===== src/rtl/median3_ema_sensor_filter_core_defines.svh =====
// ----------------------------------------------------------------------------
// Median3 EMA sensor filter: assertion macros
// Shared concurrent assertion forms used by the queue and back-end modules.
// ----------------------------------------------------------------------------
`ifndef MEDIAN3_EMA_SENSOR_FILTER_CORE_DEFINES_SVH
`define MEDIAN3_EMA_SENSOR_FILTER_CORE_DEFINES_SVH

// Same-cycle implication, disabled during reset.
`define M3EMA_ASSERT_IMPLIES(label, clk, rst, ante, cons) \
   label: assert property (@(posedge clk) disable iff (rst) (ante) |-> (cons)) \
      else $error("m3ema: same-cycle check failed");

// Next-cycle implication, disabled during reset.
`define M3EMA_ASSERT_NEXT(label, clk, rst, ante, cons) \
   label: assert property (@(posedge clk) disable iff (rst) (ante) |=> (cons)) \
      else $error("m3ema: next-cycle check failed");

`endif


===== src/rtl/m3ema_pkg.sv =====
// ----------------------------------------------------------------------------
// Median3 EMA sensor filter package
// Field widths, register indexes, shared structs and fixed constants.
// ----------------------------------------------------------------------------
package m3ema_pkg;

   // Field widths.
   localparam int TEMP_W     = 15;
   localparam int HUM_W      = 14;
   localparam int OUT_T_W    = 16;
   localparam int OUT_H_W    = 15;
   localparam int OFF_W      = 11;
   localparam int WEIGHT_W   = 9;
   localparam int CSR_DATA_W = 11;
   localparam int CSR_ADDR_W = 2;

   // Register indexes of the configuration port.
   typedef enum logic [CSR_ADDR_W-1:0] {
      CSR_FAHRENHEIT_MODE,
      CSR_TEMP_TRIM,
      CSR_HUM_TRIM,
      CSR_EMA_WEIGHT
   } csr_index_type;

   localparam logic [WEIGHT_W-1:0] WEIGHT_RESET = 9'd51;
   localparam logic [WEIGHT_W-1:0] WEIGHT_MAX   = 9'd256;
   localparam int                  WEIGHT_SHIFT = 8;

   // Fahrenheit conversion: floor((18t + 5) / 10) + 3200, done as
   // floor((18t + 5 + BIAS) / 10) - (BIAS / 10 - 3200) with a reciprocal.
   localparam int DIV10_MUL   = 838861;
   localparam int DIV10_SHIFT = 23;
   localparam int DIV10_BIAS  = 300000;
   localparam int FAHR_SUB    = 26800;
   localparam int QUOT_W      = 16;

   // Queue between front and back.
   localparam int QUEUE_DEPTH = 2;
   localparam int QPTR_W      = 1;
   localparam int QCNT_W      = 2;

   // Median pair handed from front to back.
   typedef struct packed {
      logic signed [TEMP_W-1:0] temp;
      logic        [HUM_W-1:0]  hum;
   } med_type;

   // Configuration register set.
   typedef struct packed {
      logic                     fahrenheit;
      logic signed [OFF_W-1:0]  temp_trim;
      logic signed [OFF_W-1:0]  hum_trim;
      logic        [WEIGHT_W-1:0] weight;
   } cfg_type;

endpackage


===== src/rtl/m3ema_front.sv =====
// ----------------------------------------------------------------------------
// Median3 EMA filter front end
// Accepts requests, drops failed readings, fills the sample windows and
// forms the median pair of each full window.
// ----------------------------------------------------------------------------
module m3ema_front #(
   parameter int WINDOW_SIZE = 3
) (
   input  logic                          clock,
   input  logic                          reset,
   input  logic                          in_valid,
   output logic                          in_ready,
   input  logic signed [m3ema_pkg::TEMP_W-1:0] in_temp,
   input  logic        [m3ema_pkg::HUM_W-1:0]  in_hum,
   input  logic                          in_ok,
   output logic                          push,
   output m3ema_pkg::med_type            push_data,
   input  logic                          q_full
);
   import m3ema_pkg::*;

   localparam int CNT_W = $clog2(WINDOW_SIZE);
   localparam int MID   = WINDOW_SIZE / 2;

   logic signed [TEMP_W-1:0] t_win_ff [WINDOW_SIZE];
   logic        [HUM_W-1:0]  h_win_ff [WINDOW_SIZE];
   logic [CNT_W-1:0]         fill_ff;
   logic                     pend_ff;
   logic                     take;
   logic [CNT_W-1:0]         t_rank [WINDOW_SIZE];
   logic [CNT_W-1:0]         h_rank [WINDOW_SIZE];

   // A full window blocks new requests until its median is queued.
   assign in_ready = !pend_ff;
   assign take     = in_valid && in_ready && in_ok;
   assign push     = pend_ff && !q_full;

   // Fill count and pending-median flag.
   always_ff @(posedge clock) begin
      if (reset) begin
         fill_ff <= '0;
         pend_ff <= 1'b0;
      end else begin
         if (take) begin
            if (fill_ff == CNT_W'(WINDOW_SIZE - 1)) begin
               fill_ff <= '0;
               pend_ff <= 1'b1;
            end else begin
               fill_ff <= fill_ff + 1'b1;
            end
         end else if (push) begin
            pend_ff <= 1'b0;
         end
      end
   end

   // Sample windows.
   always_ff @(posedge clock) begin
      if (take) begin
         t_win_ff[fill_ff] <= in_temp;
         h_win_ff[fill_ff] <= in_hum;
      end
   end

   // Rank each entry (ties broken by position); the middle rank is the median.
   always_comb begin
      for (int i = 0; i < WINDOW_SIZE; i++) begin
         t_rank[i] = '0;
         h_rank[i] = '0;
         for (int j = 0; j < WINDOW_SIZE; j++) begin
            if (j != i) begin
               if (t_win_ff[j] < t_win_ff[i] || (t_win_ff[j] == t_win_ff[i] && j < i)) begin
                  t_rank[i] = t_rank[i] + 1'b1;
               end
               if (h_win_ff[j] < h_win_ff[i] || (h_win_ff[j] == h_win_ff[i] && j < i)) begin
                  h_rank[i] = h_rank[i] + 1'b1;
               end
            end
         end
      end
      push_data.temp = t_win_ff[0];
      push_data.hum  = h_win_ff[0];
      for (int i = 0; i < WINDOW_SIZE; i++) begin
         if (t_rank[i] == CNT_W'(MID)) begin
            push_data.temp = t_win_ff[i];
         end
         if (h_rank[i] == CNT_W'(MID)) begin
            push_data.hum = h_win_ff[i];
         end
      end
   end

endmodule


===== src/rtl/m3ema_queue.sv =====
// ----------------------------------------------------------------------------
// Median3 EMA filter queue
// Short first-in first-out buffer of median pairs between front and back.
// ----------------------------------------------------------------------------
`include "median3_ema_sensor_filter_core_defines.svh"

module m3ema_queue (
   input  logic               clock,
   input  logic               reset,
   input  logic               push,
   input  m3ema_pkg::med_type push_data,
   output logic               full,
   input  logic               pop,
   output logic               valid,
   output m3ema_pkg::med_type pop_data
);
   import m3ema_pkg::*;

   med_type             mem_ff [QUEUE_DEPTH];
   logic [QPTR_W-1:0]   wr_ptr_ff;
   logic [QPTR_W-1:0]   rd_ptr_ff;
   logic [QCNT_W-1:0]   count_ff;

   assign full     = (count_ff == QCNT_W'(QUEUE_DEPTH));
   assign valid    = (count_ff != '0);
   assign pop_data = mem_ff[rd_ptr_ff];

   // Pointers and fill level.
   always_ff @(posedge clock) begin
      if (reset) begin
         wr_ptr_ff <= '0;
         rd_ptr_ff <= '0;
         count_ff  <= '0;
      end else begin
         if (push) begin
            wr_ptr_ff <= wr_ptr_ff + 1'b1;
         end
         if (pop) begin
            rd_ptr_ff <= rd_ptr_ff + 1'b1;
         end
         if (push && !pop) begin
            count_ff <= count_ff + 1'b1;
         end else if (pop && !push) begin
            count_ff <= count_ff - 1'b1;
         end
      end
   end

   // Storage.
   always_ff @(posedge clock) begin
      if (push) begin
         mem_ff[wr_ptr_ff] <= push_data;
      end
   end

   `M3EMA_ASSERT_IMPLIES(a_q_no_overflow, clock, reset, push, count_ff != QCNT_W'(QUEUE_DEPTH))
   `M3EMA_ASSERT_IMPLIES(a_q_no_underflow, clock, reset, pop, count_ff != '0)

endmodule


===== src/rtl/m3ema_back.sv =====
// ----------------------------------------------------------------------------
// Median3 EMA filter back end
// Converts and calibrates each median pair, updates both moving averages
// on one shared multiplier and holds the result in the output register.
// ----------------------------------------------------------------------------
`include "median3_ema_sensor_filter_core_defines.svh"

module m3ema_back #(
   parameter int AVG_FRAC_BITS = 8
) (
   input  logic                          clock,
   input  logic                          reset,
   input  m3ema_pkg::cfg_type            cfg,
   input  logic                          q_valid,
   input  m3ema_pkg::med_type            q_data,
   output logic                          pop,
   output logic                          out_valid,
   input  logic                          out_ready,
   output logic signed [m3ema_pkg::OUT_T_W-1:0] out_temp,
   output logic signed [m3ema_pkg::OUT_H_W-1:0] out_hum
);
   import m3ema_pkg::*;

   localparam int AVG_W   = OUT_T_W + AVG_FRAC_BITS;
   localparam int MUL_A_W = AVG_W + 1;
   localparam int MUL_B_W = 21;
   localparam int PROD_W  = MUL_A_W + MUL_B_W;
   localparam int RND_W   = AVG_W + 1;
   localparam int SHR_W   = RND_W - AVG_FRAC_BITS;
   localparam int CAL_W   = OUT_T_W + 2;
   localparam int HCAL_W  = OUT_H_W + 1;

   localparam logic signed [MUL_A_W-1:0] K18       = MUL_A_W'(18);
   localparam logic signed [MUL_A_W-1:0] KBIAS     = MUL_A_W'(DIV10_BIAS + 5);
   localparam logic signed [MUL_B_W-1:0] KDIV      = MUL_B_W'(DIV10_MUL);
   localparam logic signed [CAL_W-1:0]   KFSUB     = CAL_W'(FAHR_SUB);
   localparam logic signed [CAL_W-1:0]   T_MAX     = CAL_W'(32767);
   localparam logic signed [CAL_W-1:0]   T_MIN     = -CAL_W'(32768);
   localparam logic signed [HCAL_W-1:0]  H_MAX     = HCAL_W'(16383);
   localparam logic signed [HCAL_W-1:0]  H_MIN     = -HCAL_W'(16384);
   localparam logic signed [SHR_W-1:0]   OT_MAX    = SHR_W'(32767);
   localparam logic signed [SHR_W-1:0]   OT_MIN    = -SHR_W'(32768);
   localparam logic signed [SHR_W-1:0]   OH_MAX    = SHR_W'(16383);
   localparam logic signed [SHR_W-1:0]   OH_MIN    = -SHR_W'(16384);
   localparam logic signed [RND_W-1:0]   HALF      = RND_W'(1) <<< (AVG_FRAC_BITS - 1);

   typedef enum logic [2:0] {
      S_IDLE,
      S_CONV,
      S_CAL,
      S_MT,
      S_UT,
      S_UH,
      S_OUT
   } state_type;

   state_type                   state_ff;
   med_type                     med_ff;
   logic signed [OUT_T_W-1:0]   tcal_ff;
   logic signed [OUT_H_W-1:0]   hcal_ff;
   logic signed [AVG_W-1:0]     avg_t_ff;
   logic signed [AVG_W-1:0]     avg_h_ff;
   logic                        avg_valid_ff;
   logic signed [PROD_W-1:0]    prod_ff;
   logic                        rsp_valid_ff;
   logic signed [OUT_T_W-1:0]   rsp_temp_ff;
   logic signed [OUT_H_W-1:0]   rsp_hum_ff;

   logic [WEIGHT_W-1:0]         weight;
   logic signed [MUL_A_W-1:0]   mul_a;
   logic signed [MUL_B_W-1:0]   mul_b;
   logic signed [PROD_W-1:0]    prod_in;
   logic signed [CAL_W-1:0]     t_conv;
   logic signed [CAL_W-1:0]     t_sum;
   logic signed [HCAL_W-1:0]    h_sum;
   logic signed [OUT_T_W-1:0]   tcal_in;
   logic signed [OUT_H_W-1:0]   hcal_in;
   logic signed [RND_W-1:0]     rnd_t;
   logic signed [RND_W-1:0]     rnd_h;
   logic signed [SHR_W-1:0]     shr_t;
   logic signed [SHR_W-1:0]     shr_h;
   logic signed [OUT_T_W-1:0]   out_t_in;
   logic signed [OUT_H_W-1:0]   out_h_in;

   assign pop       = (state_ff == S_IDLE) && q_valid;
   assign out_valid = rsp_valid_ff;
   assign out_temp  = rsp_temp_ff;
   assign out_hum   = rsp_hum_ff;

   // Weights above one are held at one.
   assign weight = (cfg.weight > WEIGHT_MAX) ? WEIGHT_MAX : cfg.weight;

   // Shared multiplier: the divide-by-ten reciprocal, then the two EMA steps.
   always_comb begin
      mul_a = '0;
      mul_b = '0;
      case (state_ff)
         S_CONV: begin
            mul_a = MUL_A_W'(med_ff.temp) * K18 + KBIAS;
            mul_b = KDIV;
         end
         S_MT: begin
            mul_a = (MUL_A_W'(tcal_ff) <<< AVG_FRAC_BITS) - MUL_A_W'(avg_t_ff);
            mul_b = $signed(MUL_B_W'(weight));
         end
         S_UT: begin
            mul_a = (MUL_A_W'(hcal_ff) <<< AVG_FRAC_BITS) - MUL_A_W'(avg_h_ff);
            mul_b = $signed(MUL_B_W'(weight));
         end
         default: begin
            mul_a = '0;
            mul_b = '0;
         end
      endcase
      prod_in = mul_a * mul_b;
   end

   // Unit conversion, offset and saturation.
   always_comb begin
      t_conv = $signed({2'b00, prod_ff[DIV10_SHIFT +: QUOT_W]}) - KFSUB;
      if (!cfg.fahrenheit) begin
         t_conv = CAL_W'(med_ff.temp);
      end
      t_sum = t_conv + CAL_W'(cfg.temp_trim);
      h_sum = $signed({2'b00, med_ff.hum}) + HCAL_W'(cfg.hum_trim);
      if (t_sum > T_MAX) begin
         tcal_in = OUT_T_W'(T_MAX);
      end else if (t_sum < T_MIN) begin
         tcal_in = OUT_T_W'(T_MIN);
      end else begin
         tcal_in = OUT_T_W'(t_sum);
      end
      if (h_sum > H_MAX) begin
         hcal_in = OUT_H_W'(H_MAX);
      end else if (h_sum < H_MIN) begin
         hcal_in = OUT_H_W'(H_MIN);
      end else begin
         hcal_in = OUT_H_W'(h_sum);
      end
   end

   // Round half up out of the averages and saturate to the output fields.
   always_comb begin
      rnd_t = RND_W'(avg_t_ff) + HALF;
      rnd_h = RND_W'(avg_h_ff) + HALF;
      shr_t = SHR_W'(rnd_t >>> AVG_FRAC_BITS);
      shr_h = SHR_W'(rnd_h >>> AVG_FRAC_BITS);
      if (shr_t > OT_MAX) begin
         out_t_in = OUT_T_W'(OT_MAX);
      end else if (shr_t < OT_MIN) begin
         out_t_in = OUT_T_W'(OT_MIN);
      end else begin
         out_t_in = OUT_T_W'(shr_t);
      end
      if (shr_h > OH_MAX) begin
         out_h_in = OUT_H_W'(OH_MAX);
      end else if (shr_h < OH_MIN) begin
         out_h_in = OUT_H_W'(OH_MIN);
      end else begin
         out_h_in = OUT_H_W'(shr_h);
      end
   end

   // Sequencer, averages and output register.
   always_ff @(posedge clock) begin
      prod_ff <= prod_in;
      if (reset) begin
         state_ff     <= S_IDLE;
         avg_valid_ff <= 1'b0;
         rsp_valid_ff <= 1'b0;
      end else begin
         // The output register fills in S_OUT once its previous pair has left.
         if (state_ff == S_OUT && (!rsp_valid_ff || out_ready)) begin
            rsp_valid_ff <= 1'b1;
         end else if (out_ready) begin
            rsp_valid_ff <= 1'b0;
         end
         case (state_ff)
            S_IDLE: begin
               if (q_valid) begin
                  med_ff   <= q_data;
                  state_ff <= S_CONV;
               end
            end
            S_CONV: begin
               state_ff <= S_CAL;
            end
            S_CAL: begin
               tcal_ff <= tcal_in;
               hcal_ff <= hcal_in;
               if (avg_valid_ff) begin
                  state_ff <= S_MT;
               end else begin
                  avg_t_ff     <= AVG_W'(tcal_in) <<< AVG_FRAC_BITS;
                  avg_h_ff     <= AVG_W'(hcal_in) <<< AVG_FRAC_BITS;
                  avg_valid_ff <= 1'b1;
                  state_ff     <= S_OUT;
               end
            end
            S_MT: begin
               state_ff <= S_UT;
            end
            S_UT: begin
               avg_t_ff <= avg_t_ff + AVG_W'(prod_ff >>> WEIGHT_SHIFT);
               state_ff <= S_UH;
            end
            S_UH: begin
               avg_h_ff <= avg_h_ff + AVG_W'(prod_ff >>> WEIGHT_SHIFT);
               state_ff <= S_OUT;
            end
            S_OUT: begin
               if (!rsp_valid_ff || out_ready) begin
                  rsp_temp_ff <= out_t_in;
                  rsp_hum_ff  <= out_h_in;
                  state_ff    <= S_IDLE;
               end
            end
            default: begin
               state_ff <= S_IDLE;
            end
         endcase
      end
   end

   `M3EMA_ASSERT_NEXT(a_idle_waits, clock, reset, state_ff == S_IDLE && !q_valid, state_ff == S_IDLE)
   `M3EMA_ASSERT_NEXT(a_avg_sticky, clock, reset, avg_valid_ff, avg_valid_ff)
   `M3EMA_ASSERT_IMPLIES(a_rsp_from_out, clock, reset, $rose(rsp_valid_ff), $past(state_ff == S_OUT))

endmodule


===== src/rtl/median3_ema_sensor_filter_core.sv =====
// ----------------------------------------------------------------------------
// Median3 EMA sensor filter core
// Median-of-window then exponential moving average of temperature/humidity.
// ----------------------------------------------------------------------------
// Usage:
// Requests enter on the req_ stream: temperature and humidity in hundredths,
// with req_tuser set when the reading is good. Failed readings are taken and
// dropped. Every WINDOW_SIZE good readings give one filtered pair on the
// rsp_ stream; nothing else comes out.
// The front takes one request per cycle; after the last good reading of a
// window it holds req_tready low while the median is queued.
// The back works one median pair at a time through S_IDLE, S_CONV, S_CAL
// and S_OUT for the first pair after reset, adding S_MT, S_UT and S_UH for
// later pairs, as the single shared multiplier serves the Fahrenheit divide
// and both average updates. A two-entry queue lets the front keep filling
// windows while the back or a stalled receiver holds a result; when a window
// completes with the queue full, req_tready stays low until its median is
// queued.
// Reset clears the windows' fill count, the average (the first pair after
// reset seeds it) and the registers to their defaults (weight 51).
// Register writes on csr_ apply to the next pair; make them while idle.
// ----------------------------------------------------------------------------
module median3_ema_sensor_filter_core #(
   parameter int WINDOW_SIZE   = 3,
   parameter int AVG_FRAC_BITS = 8
) (
   input  logic                                  clock,
   input  logic                                  reset,
   // Request stream.
   input  logic                                  req_tvalid,
   output logic                                  req_tready,
   input  logic [31:0]                           req_tdata,  // temp_sample[14:0], hum_sample[28:15]
   input  logic                                  req_tuser,  // reading_ok[0]
   // Response stream.
   output logic                                  rsp_tvalid,
   input  logic                                  rsp_tready,
   output logic [31:0]                           rsp_tdata,  // filtered_temp[15:0], filtered_hum[30:16]
   // Configuration write port.
   input  logic                                  csr_we,
   input  logic [m3ema_pkg::CSR_ADDR_W-1:0]      csr_addr,
   input  logic [m3ema_pkg::CSR_DATA_W-1:0]      csr_wdata
);
   import m3ema_pkg::*;

   cfg_type                   cfg_ff;
   logic                      push;
   med_type                   push_data;
   logic                      q_full;
   logic                      q_valid;
   logic                      pop;
   med_type                   pop_data;
   logic signed [OUT_T_W-1:0] out_temp;
   logic signed [OUT_H_W-1:0] out_hum;

   // Configuration registers.
   always_ff @(posedge clock) begin
      if (reset) begin
         cfg_ff.fahrenheit <= 1'b0;
         cfg_ff.temp_trim  <= '0;
         cfg_ff.hum_trim   <= '0;
         cfg_ff.weight     <= WEIGHT_RESET;
      end else if (csr_we) begin
         case (csr_index_type'(csr_addr))
            CSR_FAHRENHEIT_MODE: cfg_ff.fahrenheit <= csr_wdata[0];
            CSR_TEMP_TRIM:       cfg_ff.temp_trim  <= $signed(csr_wdata[OFF_W-1:0]);
            CSR_HUM_TRIM:        cfg_ff.hum_trim   <= $signed(csr_wdata[OFF_W-1:0]);
            CSR_EMA_WEIGHT:      cfg_ff.weight     <= csr_wdata[WEIGHT_W-1:0];
            default: begin
            end
         endcase
      end
   end

   m3ema_front #(
      .WINDOW_SIZE (WINDOW_SIZE)
   ) u_front (
      .clock     (clock),
      .reset     (reset),
      .in_valid  (req_tvalid),
      .in_ready  (req_tready),
      .in_temp   ($signed(req_tdata[TEMP_W-1:0])),
      .in_hum    (req_tdata[TEMP_W +: HUM_W]),
      .in_ok     (req_tuser),
      .push      (push),
      .push_data (push_data),
      .q_full    (q_full)
   );

   m3ema_queue u_queue (
      .clock     (clock),
      .reset     (reset),
      .push      (push),
      .push_data (push_data),
      .full      (q_full),
      .pop       (pop),
      .valid     (q_valid),
      .pop_data  (pop_data)
   );

   m3ema_back #(
      .AVG_FRAC_BITS (AVG_FRAC_BITS)
   ) u_back (
      .clock     (clock),
      .reset     (reset),
      .cfg       (cfg_ff),
      .q_valid   (q_valid),
      .q_data    (pop_data),
      .pop       (pop),
      .out_valid (rsp_tvalid),
      .out_ready (rsp_tready),
      .out_temp  (out_temp),
      .out_hum   (out_hum)
   );

   // Pack the response fields, padded to whole bytes.
   assign rsp_tdata = {1'b0, out_hum, out_temp};

endmodule


===== config.mk =====
export PLATFORM = sky130hd
export DESIGN_NAME = median3_ema_sensor_filter_core
export DESIGN_NICKNAME = d
export VERILOG_FILES = /design/src/rtl/m3ema_pkg.sv /design/src/rtl/m3ema_front.sv /design/src/rtl/m3ema_queue.sv /design/src/rtl/m3ema_back.sv /design/src/rtl/median3_ema_sensor_filter_core.sv
export VERILOG_INCLUDE_DIRS = /design/src /design/src/rtl
export SDC_FILE = /design/constraint.sdc
export NUM_CORES = 2
export LEC_CHECK = 0
export BUFFER_PORTS_ARGS = -buffer_cell sky130_fd_sc_hd__buf_4
export CAP_MARGIN = 5
export CORE_MARGIN = 4
export CORE_UTILIZATION = 30
export CTS_CLUSTER_SIZE = 24
export DETAILED_ROUTE_END_ITERATION = 16
export GPL_ROUTABILITY_DRIVEN = 1
export HOLD_SLACK_MARGIN = 0.1
export SLEW_MARGIN = 10
export SYNTH_ARGS = -nofsm -noshare
export SYNTH_HDL_FRONTEND = slang
export SYNTH_SLANG_ARGS = --single-unit

===== constraint.sdc =====
create_clock -name clock -period 27.5 [get_ports clock]
set_input_delay 4.125 -clock clock [delete_from_list [all_inputs] [get_ports clock]]
set_output_delay 4.125 -clock clock [all_outputs]
set_load 0.01 [all_outputs]

==> impl_metrics.csv <==
group,metric,value,unit
final_layout,final_cells,5166,
clock_tree,cts_setup_buffers,0,
power,pwr-share-comb,0.613,
worst_setup_path,critPathTopFamily,"adder cells",
final_layout,design_area,38600,um2
clock_tree,cts_buffers,39,
logic_synthesis,synth_edf_count,284,
worst_setup_path,critPathSlowestCell,"edfxtp_1",
logic_synthesis,synth_ff_type,"edfxtp_1",
global_routing,grt_pass1_vias,25266,
logic_synthesis,synth-seq-area-share,0.289,
global_routing,grtUsageTotal,0.144,
logic_synthesis,ys_ff_latch,359,
power,intPower,1.73,mW
global_routing,busiest_layer,"met2",
die,rows,124,
sta,grt_setup_unrepaired,"no",
clock_tree,cts_hold_buf,0,
place,gp_congestion,0.899,
power,pwr-share-clk,0.161,
global_routing,use_met2,0.238,
sta,tightest_slew,1.23,ns
power,power.sequential.fraction,0.226,
clock_tree,cts.clk_slew.worst_paths,0.06,ns
clock_tree,clockRootBuffer,"clkbuf_16",
hold_path,hold_depth,2,
global_routing,grt_max_degree,50,
hold_path,hp-class,"register to register",
clock_tree,clkLatencyLatePin,0.57,ns
place,dp.cells,5088,
drt,vias,24824,
die,core,115000,um2
power,p_leak,17.4,nW
worst_setup_path,worstSetupStartpoint,"u_back.med_ff[14]",
power,power_density,83.9,nW/um2
clock_tree,cts_buffer_depth,3,
place,hpwlAfterDp,72000,um
power,ir_worst_vdd,0.0485,mV
global_routing,grt_pass1_wl,139000,um
die,initial_core_util,0.303,
worst_setup_path,cp.required,27.95,ns
flow_run,cap_viol_max_count,0,
global_routing,overflow,0,
final_layout,drive_above_1_share,0.0743,
worst_setup_path,crit_buf_inv,9,
die,die_h,348,um
sta,slew-limit-headroom,0.183,
sta,setup_viol,0,
worst_setup_path,crit_arrival,11.71,ns
hold_path,hp-start,"cfg_ff[16]",
logic_synthesis,ys_async_sr_fraction,0,
power,sw_frac_of_total,0.465,
sta,hold_viol_final,0,
worst_setup_path,criticalPathCategory,"register to register",
worst_setup_path,r2r-start,"u_back.med_ff[14]",
clock_tree,cts.repair.resized,0,
worst_setup_path,rr_endpoint,"u_back.prod_ff[29]",
sta,setup_tns,0,ns
final_layout,area_growth,11.0,%
drt,firstDrtPassIters,6,
drt,vias_per_cell,4.81,
worst_setup_path,end_kind,"register",
final_layout,nets,4353,
die,chipWidth,348,um
sta,drv_slew,0,
die,fp.dieArea,121000,um2
logic_synthesis,synth_warnings,0,
drt,drt_iter0_markers,1319,
status,outcome,"complete, no violations",
logic_synthesis,syn_inst,3533,
logic_synthesis,avgSynthCellArea,9.83,um2
logic_synthesis,synth.distinct_cells,83,
global_routing,grt_use_met3,0.0321,
sta,fin_skew,0.0201,ns
global_routing,grtUsageMet1,0.193,
worst_setup_path,max_stage_delay,0.74,ns
hold_path,holdPathEnd,"cfg_ff[16]",
drt,antenna_left,0,
die,ios,85,
clock_tree,cts_max_level,2,
place,placed_area,37300,um2
drt,wl_per_cell,16.9,um
drt,drt_wl_total,87500,um
sta,max_freq,88.9,MHz
drt,drcViolationCount,0,
worst_setup_path,critPathMaxFanout,9,
worst_setup_path,reg2reg_depth,38,
sta,post-route-period-util,0.409,
clock_tree,clock_sinks,359,
logic_synthesis,syn_nets,4269,
sta,finalCriticalPeriod,11.25,ns
worst_setup_path,ff2ff_setup_slack,16.25,ns
global_routing,antenna_found_initial,12,
power,switching_power,1.50,mW
logic_synthesis,synthesis.area,34700,um2
worst_setup_path,critPathLaunchType,"register",
clock_tree,cts_tree,"done",
place,portBuffers,80,
[cells in the mapped netlist, drive strengths merged (6+ instances only)]
cell | n | share of area
inv | 631 | 0.068
ha | 356 | 0.13
fa | 329 | 0.19
nand2 | 307 | 0.033
edfxtp | 284 | 0.25
nor2 | 196 | 0.021
a21oi | 177 | 0.026
xnor2 | 134 | 0.034
o21ai | 124 | 0.018
dfxtp | 75 | 0.043
mux2i | 75 | 0.022
xor2 | 70 | 0.018
clkbuf | 62 | 0.0067
mux2 | 55 | 0.018
a21o | 53 | 0.011
nand3 | 52 | 0.0075
nor3 | 50 | 0.0072
o21a | 45 | 0.0097
nand2b | 42 | 0.0076
nor2b | 39 | 0.0070
and2 | 36 | 0.0065
a31oi | 35 | 0.0063
nand4 | 24 | 0.0043
and3 | 21 | 0.0038
or3 | 21 | 0.0038
o211ai | 19 | 0.0045
or2 | 17 | 0.0031
o21bai | 15 | 0.0032
buf | 13 | 0.0020
a211oi | 12 | 0.0027
nand3b | 12 | 0.0026
nor3b | 12 | 0.0027
nor4 | 11 | 0.0022
o31ai | 11 | 0.0024
o221ai | 9 | 0.0023
a21boi | 8 | 0.0018
o22ai | 7 | 0.0013
a22oi | 6 | 0.0013
a41oi | 6 | 0.0015
[sequential cells by signal, indices dropped and copies added, names as in the netlist, 2 cells and up]
signal and count:
u_front.t_win_ff 45, u_back.avg_h_ff 24, cfg_ff 32, u_back.prod_ff 31, u_back.tcal_ff 16, u_back.out_hum 15
u_back.hcal_ff 15, u_queue.count_ff 2, u_back.state_ff 3, u_back.out_temp 16, u_front.h_win_ff 42, u_back.med_ff 29
u_front.fill_ff 2, u_queue.mem_ff 58, u_back.avg_t_ff 24
[worst max-delay path by stage]
stage	to	slack (ns)	depth (start not counted)
floorplan	u_back.prod_ff[34]	17.76	39
global placement	u_back.prod_ff[38]	16.29	32
detailed placement	u_back.prod_ff[38]	16.28	32
CTS	u_back.prod_ff[38]	16.22	32
global route	u_back.prod_ff[29]	15.70	38
finish	u_back.prod_ff[29]	16.25	38
[through the flow]
stage / hold slack (ns) / power [mW] / utilization / setup slack (ns)
final: 0.461 / 3.24 / 0.336 / 16.25
after global routing: 0.492 / 3.55 / 0.336 / 15.70
after CTS: 0.464 / 3.26 / 0.336 / 16.22
after detailed placement: 0.455 / 2.71 / 0.325 / 16.28
after global placement: 0.452 / 2.69 / 0.325 / 16.29
after floorplan: 0.429 / 2.17 / - / 17.76
[cell usage in the layout (no fill, tap or decap), types with 15 or more instances in the layout]
cell type | netlist | final
a21o_1 | 53 | 53
a21oi_1 | 176 | 174
a31oi_1 | 35 | 35
and2_1 | 36 | 36
and3_1 | 21 | 21
buf_4 | 1 | 118
clkbuf_16 | 0 | 39
dfxtp_1 | 75 | 75
edfxtp_1 | 284 | 284
fa_1 | 329 | 329
ha_1 | 356 | 356
inv_1 | 631 | 631
mux2_2 | 55 | 55
mux2i_1 | 75 | 75
nand2_1 | 307 | 307
nand2b_1 | 42 | 42
nand3_1 | 52 | 52
nand4_1 | 24 | 24
nor2_1 | 196 | 194
nor2b_1 | 39 | 39
nor3_1 | 50 | 47
o211ai_1 | 18 | 18
o21a_1 | 45 | 45
o21ai_0 | 119 | 119
o21bai_1 | 15 | 15
or3_1 | 21 | 21
xnor2_1 | 134 | 132
xor2_1 | 70 | 69
[worst min-delay path, delay by kind of cell (launching register included)]
family           cells  cell delay [ns]
AND/OR/NAND/NOR      1             0.05
flip-flops           1             0.31
AO/OA/AOI/OAI        1             0.05
[layer usage]
layer,vias up,wire [um]
li1,12049,-
met1,12088,39100
met2,556,40300
met3,123,5910
met4,8,2150
met5,-,68
[layout make-up]
| class | instances | area, um2 |
|---|---|---|
| clock buffer | 45 | 1010 |
| sequential | 359 | 10000 |
| clock inverter | 26 | 240 |
| timing repair buffer | 118 | 886 |
| tap | 1512 | 1890 |
| fill | 11582 | 76100 |
| multi-input combinational | 2468 | 22100 |
| inverter | 631 | 2370 |
| antenna | 7 | 17.5 |
[power by group through the flow]
stage | clock, mW | combinational, mW | sequential [mW]
final | 0.521 | 1.98 | 0.732
after global routing | 0.558 | 2.25 | 0.737
after CTS | 0.535 | 1.99 | 0.733
after detailed placement | 0 | 1.97 | 0.744
after global placement | 0 | 1.95 | 0.743
after floorplan | 0 | 1.46 | 0.711
[kinds of logic after synthesis]
group | after synthesis | share of synthesized area
simple gates | 859 | 0.117
compound gates | 589 | 0.108
flops | 359 | 0.289
mux | 130 | 0.0394
buf+inv | 706 | 0.0769
other cells | 1 | 0.000108
fa+ha+maj | 685 | 0.318
xor+xnor | 204 | 0.0514
Note: power is estimated with default switching activity, not from simulation.
